File: src/sv/output_voltage_window_classifier_top_defines.svh
// assertion macros used by the classifier top level
`ifndef OUTPUT_VOLTAGE_WINDOW_CLASSIFIER_TOP_DEFINES_SVH
`define OUTPUT_VOLTAGE_WINDOW_CLASSIFIER_TOP_DEFINES_SVH

// same-cycle implication, checked outside reset
`define OVWC_ASSERT_IMP(label, ante, cons) \
  label: assert property (@(posedge clk) disable iff (!rst_n) (ante) |-> (cons)) \
    else $error("ovwc assertion failed");

// next-cycle implication, checked outside reset
`define OVWC_ASSERT_NXT(label, ante, cons) \
  label: assert property (@(posedge clk) disable iff (!rst_n) (ante) |=> (cons)) \
    else $error("ovwc assertion failed");

`endif

File: src/sv/ovwc_pkg.sv
// shared constants and types of the output voltage window classifier
package ovwc_pkg;

  localparam int WINDOW_DEF     = 10;
  localparam int DATA_W         = 8;
  localparam int LOAD_W         = 6;
  localparam int VERDICT_W      = 2;

  localparam int HOLDOFF_RESET  = 50;
  localparam int THRESHOLD_RESET = 20;
  localparam int SMALL_GAP      = 2;
  localparam int PULSE_N_LIMIT  = 7;
  localparam int PULSE_GAP_MIN  = 6;
  localparam int BATT_GAP_LIMIT = 6;

  localparam logic [VERDICT_W-1:0] VERDICT_NONE    = 2'd0;
  localparam logic [VERDICT_W-1:0] VERDICT_PULSE   = 2'd1;
  localparam logic [VERDICT_W-1:0] VERDICT_BATTERY = 2'd2;

  typedef struct packed {
    logic clear;
    logic insert;
    logic shift;
  } cell_ctrl_t;

  typedef struct packed {
    logic              valid;
    logic              gt;
    logic [DATA_W-1:0] val;
  } cell_out_t;

  typedef struct packed {
    logic clear;
    logic en;
  } acc_ctrl_t;

endpackage

File: src/sv/ovwc_sort_cell.sv
// one cell of the insertion sort chain
module ovwc_sort_cell
  import ovwc_pkg::*;
(
  input  logic              clk,
  input  logic              rst_n,
  input  cell_ctrl_t        ctrl,
  input  logic [DATA_W-1:0] din,
  input  cell_out_t         left,
  input  logic [DATA_W-1:0] right_val,
  output cell_out_t         dout
);

  logic              valid_r, valid_nxt;
  logic [DATA_W-1:0] val_r, val_nxt;
  logic              gt;

  // empty cells act as +inf so new values settle left of them
  assign gt = !valid_r || (din < val_r);

  always_comb begin
    valid_nxt = valid_r;
    val_nxt   = val_r;
    if (ctrl.clear) begin
      valid_nxt = 1'b0;
    end else if (ctrl.insert && gt) begin
      if (left.gt) begin
        valid_nxt = left.valid;
        val_nxt   = left.val;
      end else begin
        valid_nxt = 1'b1;
        val_nxt   = din;
      end
    end else if (ctrl.shift) begin
      val_nxt = right_val;
    end
  end

  always_ff @(posedge clk) begin
    if (!rst_n) begin
      valid_r <= 1'b0;
    end else begin
      valid_r <= valid_nxt;
    end
  end

  always_ff @(posedge clk) begin
    val_r <= val_nxt;
  end

  assign dout.valid = valid_r;
  assign dout.gt    = gt;
  assign dout.val   = val_r;

endmodule

File: src/sv/ovwc_gap_acc.sv
// gap statistics over adjacent sorted values
module ovwc_gap_acc
  import ovwc_pkg::*;
#(
  parameter int WINDOW = WINDOW_DEF
) (
  input  logic                              clk,
  input  logic                              rst_n,
  input  acc_ctrl_t                         ctrl,
  input  logic [DATA_W-1:0]                 lo,
  input  logic [DATA_W-1:0]                 hi,
  output logic [$clog2(WINDOW+1)-1:0]       small_cnt,
  output logic [$clog2(WINDOW+1)-1:0]       small_sum,
  output logic [DATA_W-1:0]                 max_gap
);

  localparam int CW = $clog2(WINDOW + 1);

  logic [CW-1:0]     n_r, n_nxt;
  logic [CW-1:0]     s_r, s_nxt;
  logic [DATA_W-1:0] m_r, m_nxt;
  logic [DATA_W-1:0] gap;
  logic              gap_is_small;

  assign gap          = hi - lo;
  assign gap_is_small = gap < DATA_W'(SMALL_GAP);

  always_comb begin
    n_nxt = n_r;
    s_nxt = s_r;
    m_nxt = m_r;
    if (ctrl.clear) begin
      n_nxt = '0;
      s_nxt = '0;
      m_nxt = '0;
    end else if (ctrl.en) begin
      if (gap_is_small) begin
        n_nxt = n_r + CW'(1);
        s_nxt = s_r + CW'(gap[0]);
      end else if (gap > m_r) begin
        m_nxt = gap;
      end
    end
  end

  always_ff @(posedge clk) begin
    if (!rst_n) begin
      n_r <= '0;
      s_r <= '0;
      m_r <= '0;
    end else begin
      n_r <= n_nxt;
      s_r <= s_nxt;
      m_r <= m_nxt;
    end
  end

  assign small_cnt = n_r;
  assign small_sum = s_r;
  assign max_gap   = m_r;

endmodule

File: src/sv/output_voltage_window_classifier_top.sv
// top level of the output voltage window classifier
// a holdoff item goes from the input transfer straight to the decide step, a
//   classified item first runs the insertion pass and then the gap scan
// one item in flight: no new input is taken before the decide step hands the
//   verdict to the result register; that step waits while the register is full
// reset: synchronous active-low rst_n clears the ring and write position,
//   loads holdoff with 50, threshold with 20 and clears the confirm count
module output_voltage_window_classifier_top
  import ovwc_pkg::*;
#(
  parameter int WINDOW = WINDOW_DEF
) (
  input  logic                 clk,
  input  logic                 rst_n,
  // input channel
  input  logic                 in_valid,
  output logic                 in_ready,
  input  logic [DATA_W-1:0]    in_sample,
  input  logic                 in_release_flag,
  input  logic [LOAD_W-1:0]    in_holdoff_load,
  // result channel
  output logic                 out_valid,
  input  logic                 out_ready,
  output logic [VERDICT_W-1:0] out_verdict,
  // configuration
  input  logic                 cfg_wr_en,
  input  logic [DATA_W-1:0]    cfg_wr_data
);

`include "output_voltage_window_classifier_top_defines.svh"

  localparam int IW   = $clog2(WINDOW);
  localparam int CW   = $clog2(WINDOW + 1);
  localparam int HALF = WINDOW / 2;

  localparam logic [1:0] ST_IDLE   = 2'd0;
  localparam logic [1:0] ST_LOAD   = 2'd1;
  localparam logic [1:0] ST_SCAN   = 2'd2;
  localparam logic [1:0] ST_DECIDE = 2'd3;

  // control and architectural state
  logic [1:0]           state_r, state_nxt;
  logic [IW-1:0]        cnt_r, cnt_nxt;
  logic [IW-1:0]        wpos_r, wpos_nxt;
  logic [LOAD_W-1:0]    holdoff_r, holdoff_nxt;
  logic [1:0]           confirm_r, confirm_nxt;
  logic [DATA_W-1:0]    threshold_r;
  logic                 hold_r, hold_nxt;
  logic                 out_valid_r, out_valid_nxt;
  logic [VERDICT_W-1:0] out_verdict_r, out_verdict_nxt;
  logic [DATA_W-1:0]    ring_r [WINDOW];

  // payload of the item in flight
  logic [DATA_W-1:0]    samp_r;
  logic                 rel_r;

  logic                 in_xfer;
  logic                 out_free;
  logic [LOAD_W-1:0]    hold_eff;
  logic [DATA_W-1:0]    ring_rd;
  logic                 load_last;

  cell_ctrl_t           cell_ctrl;
  cell_out_t            cell_q [WINDOW];
  acc_ctrl_t            acc_ctrl;
  logic [CW-1:0]        n_q, s_q;
  logic [DATA_W-1:0]    m_q;

  logic                 is_pulse, is_batt;
  logic [1:0]           confirm_inc;

  // one item in flight; the result register frees the input side
  assign in_ready = (state_r == ST_IDLE);
  assign in_xfer  = in_valid && in_ready;
  assign out_free = !out_valid_r || out_ready;

  // holdoff load applies before the countdown check
  assign hold_eff = (in_holdoff_load != '0) ? in_holdoff_load : holdoff_r;
  assign ring_rd  = ring_r[cnt_r];

  // last insertion cycle of the load pass
  assign load_last = (state_r == ST_LOAD) && (cnt_r == IW'(WINDOW - 1));

  // sort chain: cleared on transfer, fed one ring entry a cycle, then
  // shifted toward cell 0 so cells 0 and 1 carry all pairs but the top one
  assign cell_ctrl.clear  = in_xfer;
  assign cell_ctrl.insert = (state_r == ST_LOAD);
  assign cell_ctrl.shift  = (state_r == ST_SCAN);

  for (genvar g = 0; g < WINDOW; g++) begin : g_cell
    cell_out_t         left_in;
    logic [DATA_W-1:0] right_in;

    if (g == 0) begin : g_first
      assign left_in = '0;
    end else begin : g_mid
      assign left_in = cell_q[g-1];
    end

    if (g == WINDOW - 1) begin : g_last
      assign right_in = '0;
    end else begin : g_inner
      assign right_in = cell_q[g+1].val;
    end

    ovwc_sort_cell u_cell (
      .clk       (clk),
      .rst_n     (rst_n),
      .ctrl      (cell_ctrl),
      .din       (ring_rd),
      .left      (left_in),
      .right_val (right_in),
      .dout      (cell_q[g])
    );
  end

  // scan step zero is the pair at sorted indices 0 and 1, which is skipped
  assign acc_ctrl.clear = in_xfer;
  assign acc_ctrl.en    = (state_r == ST_SCAN) && (cnt_r != '0);

  ovwc_gap_acc #(
    .WINDOW (WINDOW)
  ) u_gap_acc (
    .clk       (clk),
    .rst_n     (rst_n),
    .ctrl      (acc_ctrl),
    .lo        (cell_q[0].val),
    .hi        (cell_q[1].val),
    .small_cnt (n_q),
    .small_sum (s_q),
    .max_gap   (m_q)
  );

  // verdict rules
  assign is_pulse = (n_q > CW'(HALF)) && (n_q < CW'(PULSE_N_LIMIT)) &&
                    (m_q > DATA_W'(PULSE_GAP_MIN)) && (s_q < CW'(HALF));
  assign is_batt  = (s_q < CW'(WINDOW)) && (m_q < DATA_W'(BATT_GAP_LIMIT)) &&
                    (samp_r > threshold_r);
  assign confirm_inc = confirm_r + 2'd1;

  always_comb begin
    state_nxt       = state_r;
    cnt_nxt         = cnt_r;
    wpos_nxt        = wpos_r;
    holdoff_nxt     = holdoff_r;
    confirm_nxt     = confirm_r;
    hold_nxt        = hold_r;
    out_valid_nxt   = out_valid_r;
    out_verdict_nxt = out_verdict_r;

    if (out_valid_r && out_ready) begin
      out_valid_nxt = 1'b0;
    end

    case (state_r)
      ST_IDLE: begin
        if (in_xfer) begin
          wpos_nxt = (wpos_r == IW'(WINDOW - 1)) ? '0 : wpos_r + IW'(1);
          cnt_nxt  = '0;
          if (hold_eff != '0) begin
            // countdown step, answer undecided without sorting
            holdoff_nxt = hold_eff - LOAD_W'(1);
            hold_nxt    = 1'b1;
            state_nxt   = ST_DECIDE;
          end else begin
            holdoff_nxt = hold_eff;
            hold_nxt    = 1'b0;
            state_nxt   = ST_LOAD;
          end
        end
      end
      ST_LOAD: begin
        if (cnt_r == IW'(WINDOW - 1)) begin
          cnt_nxt   = '0;
          state_nxt = ST_SCAN;
        end else begin
          cnt_nxt = cnt_r + IW'(1);
        end
      end
      ST_SCAN: begin
        if (cnt_r == IW'(WINDOW - 3)) begin
          cnt_nxt   = '0;
          state_nxt = ST_DECIDE;
        end else begin
          cnt_nxt = cnt_r + IW'(1);
        end
      end
      ST_DECIDE: begin
        // wait here until the result register is free
        if (out_free) begin
          out_valid_nxt = 1'b1;
          state_nxt     = ST_IDLE;
          if (hold_r) begin
            out_verdict_nxt = VERDICT_NONE;
          end else if (is_pulse) begin
            holdoff_nxt     = LOAD_W'(WINDOW);
            out_verdict_nxt = VERDICT_PULSE;
          end else if (is_batt) begin
            holdoff_nxt = LOAD_W'(WINDOW);
            if (rel_r || (confirm_inc > 2'd1)) begin
              confirm_nxt     = 2'd0;
              out_verdict_nxt = VERDICT_BATTERY;
            end else begin
              confirm_nxt     = confirm_inc;
              out_verdict_nxt = VERDICT_NONE;
            end
          end else begin
            confirm_nxt     = 2'd0;
            out_verdict_nxt = VERDICT_NONE;
          end
        end
      end
      default: begin
        state_nxt = ST_IDLE;
      end
    endcase
  end

  always_ff @(posedge clk) begin
    if (!rst_n) begin
      state_r     <= ST_IDLE;
      cnt_r       <= '0;
      wpos_r      <= '0;
      holdoff_r   <= LOAD_W'(HOLDOFF_RESET);
      confirm_r   <= 2'd0;
      threshold_r <= DATA_W'(THRESHOLD_RESET);
      hold_r      <= 1'b0;
      out_valid_r <= 1'b0;
    end else begin
      state_r     <= state_nxt;
      cnt_r       <= cnt_nxt;
      wpos_r      <= wpos_nxt;
      holdoff_r   <= holdoff_nxt;
      confirm_r   <= confirm_nxt;
      hold_r      <= hold_nxt;
      out_valid_r <= out_valid_nxt;
      if (cfg_wr_en) begin
        threshold_r <= cfg_wr_data;
      end
    end
  end

  // sample ring, cleared at reset
  always_ff @(posedge clk) begin
    if (!rst_n) begin
      for (int i = 0; i < WINDOW; i++) begin
        ring_r[i] <= '0;
      end
    end else if (in_xfer) begin
      ring_r[wpos_r] <= in_sample;
    end
  end

  // payload registers
  always_ff @(posedge clk) begin
    out_verdict_r <= out_verdict_nxt;
    if (in_xfer) begin
      samp_r <= in_sample;
      rel_r  <= in_release_flag;
    end
  end

  assign out_valid   = out_valid_r;
  assign out_verdict = out_verdict_r;

  // a running holdoff sends the transfer straight to the decide step
  `OVWC_ASSERT_NXT(a_holdoff_skip, in_xfer && (hold_eff != '0), (state_r == ST_DECIDE) && hold_r)
  // the scan never runs past the last examined pair
  `OVWC_ASSERT_IMP(a_scan_range, state_r == ST_SCAN, cnt_r <= IW'(WINDOW - 3))
  // after the last insertion every cell holds a sample
  `OVWC_ASSERT_IMP(a_cells_full, state_r == ST_SCAN, cell_q[0].valid && cell_q[WINDOW-1].valid)
  // the head of the chain is in order once loading ends
  `OVWC_ASSERT_NXT(a_head_sorted, load_last, cell_q[0].val <= cell_q[1].val)

endmodule

File: config.mk
export PLATFORM = sky130hd
export DESIGN_NAME = output_voltage_window_classifier_top
export DESIGN_NICKNAME = d
export VERILOG_FILES = /design/src/sv/ovwc_pkg.sv /design/src/sv/ovwc_sort_cell.sv /design/src/sv/ovwc_gap_acc.sv /design/src/sv/output_voltage_window_classifier_top.sv
export VERILOG_INCLUDE_DIRS = /design/src /design/src/sv
export SDC_FILE = /design/constraint.sdc
export NUM_CORES = 1
export LEC_CHECK = 0
export ABC_AREA = 1
export BUFFER_PORTS_ARGS = -buffer_cell sky130_fd_sc_hd__buf_4
export CORE_UTILIZATION = 67
export CTS_CLUSTER_DIAMETER = 50
export DETAILED_ROUTE_END_ITERATION = 10
export PLACE_DENSITY = 0.84
export SKIP_CTS_REPAIR_TIMING = 1
export SLEW_MARGIN = 20
export SYNTH_ARGS = -nofsm -noshare
export SYNTH_HDL_FRONTEND = slang
export SYNTH_SLANG_ARGS = --single-unit
File: constraint.sdc
create_clock -name clk -period 5.1 [get_ports clk]
set_input_delay 0.51 -clock clk [delete_from_list [all_inputs] [get_ports clk]]
set_output_delay 0.51 -clock clk [all_outputs]
set_load 0.02 [all_outputs]
==> metrics.md <==
| Metric | Value |
|---|---|
| Status | finished, final reports clean |
| Register area share after synthesis | 49.0% |
| # IOs | 32 |
| Setup Skew | 25.9 ps |
| Non-Filler Instances | 2,213 |
| Worst hold path type | in2reg |
| Met2 Use GR | 56.1% |
| Sequential cell area | 7740 um2 |
| Global route total overflow | 0 |
| Crit end category | register |
| Antenna Diode Count | 0 |
| Drt drc | 0 |
| Total track usage | 33.8% |
| Fill count | 1,624 |
| Most frequent cell after synthesis | nand2_1 |
| Final wirelength | 40,300 um |
| Tcrit/Tclk final | 86.6% |
| GRT met1 Usage | 43.9% |
| Leakage | 7.82 nW |
| Final setup violation count | 0 |
| Syn Inst Count | 1,861 |
| Synth Net Count | 1,995 |
| Worst vdd ir | 356 uV |
| Root Driver | clkbuf_16 |
| Initial Util | 69.1% |
| Area contributors post-synth | edfxtp_1 42%, nand2_1 13%, ha_1 8.3% |
| Wirelength per Cell | 18.2 um |
| FP Rows | 55 |
| Core area | 22,800 um2 |
| Asr flop ratio synth | 0% |
| Maxcap violations | 0 |
| Area after DPL | 16,200 um2 |
| Final ANT Viol Nets | 0 |
| Avg Cell Area, Syn | 8.49 um2 |
| Relative slew slack | 34.8% |
| Primary FF master, synth | edfxtp_1 |
| CP Max Fanout | 21 |
| Cell Area, Synth | 15,800 um2 |
| Grt met3 use | 6.08% |
| Yosys cell types | 41 |
| Starting DRT DRC Count | 1,642 |
| First-pass GRT wire length | 63,600 um |
| Initial antenna violation count | 0 |
| Via Count | 13.2k |
| Clock buffer depth | 3 |
| Synth area leader | edfxtp_1 |
| Clock latency on the worst-skew pair | 590 ps |
| Area Overhead vs Synth | 8.95% |
| Flops & latches, synth | 277 |
| Final #Nets | 2,012 |
| Avg Vias per Cell | 5.98 |
| Post-Layout Inst Area | 17,200 um2 |
| Critical Path RT | 5290 ps |
| Port-buffer cells | 31 |
| Die area | 24,200 um2 |
| Num CTS Buffers | 31 |
| Area share of the largest cell type after synthesis | 41.6% |
| Nature of the critical path startpoint | register |
| Measured slew at the worst slew-check pin | 975 ps |
| Drt pass-1 iters | 7 |
| Yosys warnings | 0 |
| Hpwl dp | 27,300 um |
| H-tree depth | 1 |
| Post-route minimum period | 4420 ps |
| Largest net degree at the start of global routing | 65 |
| Final hold slack | 104 ps |
| Pwr/cell area | 628 nW/um2 |
| Layout cell share with drive strength beyond 1 | 8.74% |
| RSZ-0062 raised after global routing | no |
| Clock transition at the registers of the reported paths | 60 ps |
| Fmax | 0.226 GHz |
| Clk sinks | 277 |
| Commonest cells post-synth | 536 x nand2_1, 219 x edfxtp_1, 215 x nor2_1 |
| Slew Viols, Final | 0 |
| CTS tree | done |
| Setup TNS | 0 ps |
| GPL Wtd Cong | 0.970 |
| Arr. time, crit path | 4610 ps |
| Path type of the worst setup path | reg2reg |
| Final Hold Vio Count | 0 |
| Die width | 156 um |
| Die height | 156 um |
| R2R setup slack | 680 ps |
| Area of the multi-input gates | 6920 um2 |
| Number of flops mapped to enable cells by yosys | 219 |
| Vias in the first global route | 12.6k |
| Gr busiest metal | met2 |
| Dpl cells | 2,158 |
report_power, final:
group / internal, mW / switching, mW
registers: 3.18 / 0.578
logic: 1.60 / 3.20
clock network: 1.30 / 0.956
total: 6.08 / 4.73
per-stage QoR:
| step | utilization [%] | setup WS [ps] | total power, mW |
|---|---|---|---|
| floorplan | - | 1670 | 7.20 |
| global placement | 70.8 | 953 | 8.24 |
| detailed placement | 70.8 | 829 | 8.45 |
| CTS | 75.3 | 791 | 10.7 |
| global route | 75.3 | 320 | 11.6 |
| finish | 75.3 | 681 | 10.8 |
routing by layer:
metal	share of wire [%]	up-vias
met5	0	-
met4	3.9	0
met1	38	6055
li1	-	6220
met3	11	158
met2	47	794
state kept, by name, indices dropped and copies added, names as in the netlist, 4 cells and up, named ones only:
| signal | count |
|---|---|
| threshold_r | 8 |
| samp_r | 8 |
| holdoff_r | 6 |
| wpos_r | 4 |
| u_gap_acc.max_gap | 8 |
| u_gap_acc.small_cnt | 4 |
| g_cell.u_cell.val_r | 80 |
| cnt_r | 4 |
| ring_r | 128 |
| u_gap_acc.small_sum | 4 |
| g_cell.u_cell.valid_r | 10 |
worst paths after layout:
| kind | cells after the start | to | from |
|---|---|---|---|
| worst max register to register | 12 | g_cell[9].u_cell.val_r[1] | register |
| worst max-delay path | 12 | g_cell[9].u_cell.val_r[1] | register |
| worst min-delay path | 1 | rel_r | in_release_flag |
| worst min register to register | 2 | threshold_r[1] | threshold_r[1] |
placed cells by master, fill, tap and decap left out, types with 22 or more instances in the layout:
cell and count:
nand3_1 136, a21oi_1 71, o21ai_0 79, dfxtp_1 57
clkbuf_16 31, nor2_1 215, ha_1 105, o21ai_1 26
edfxtp_1 219, buf_4 47, o221ai_1 22, inv_1 196
nand2_1 536, nand2_4 24
critical path, stage by stage (launching register included):
cell and delay (ps):
dfxtp_1 830, inv_1 430, o211ai_1 300, nand2_1 390, buf_4 360, ha_1 200
a21oi_1 170, nor2_1 60, a211oi_1 170, nand2_1 100, nand2_1 60, nand2_1 190
a21oi_1 750
kinds of logic (layout without fill, tap and decap cells):
| family | after synthesis | in the layout | synth area share (%) |
|---|---|---|---|
| and+or+nand+nor | 950 | 950 | 25.4 |
| adders and majority gates | 106 | 106 | 8.44 |
| AOI/OAI and AO/OA | 247 | 247 | 9.31 |
| xor gates and xnor gates | 11 | 11 | 0.610 |
| buffers and inverters | 270 | 309 | 7.26 |
| DFF | 277 | 277 | 49.0 |
layout make-up:
class,count,share of cell area (%)
Clock buffer,33,4.61
Clock inverter,22,1.40
Inverter,207,4.51
Multi-Input combinational cell,1314,40.2
Sequential cell,277,45.0
Tap cell,313,2.28
Timing Repair Buffer,47,2.05
No activity file was read; power rests on OpenSTA's default activity.
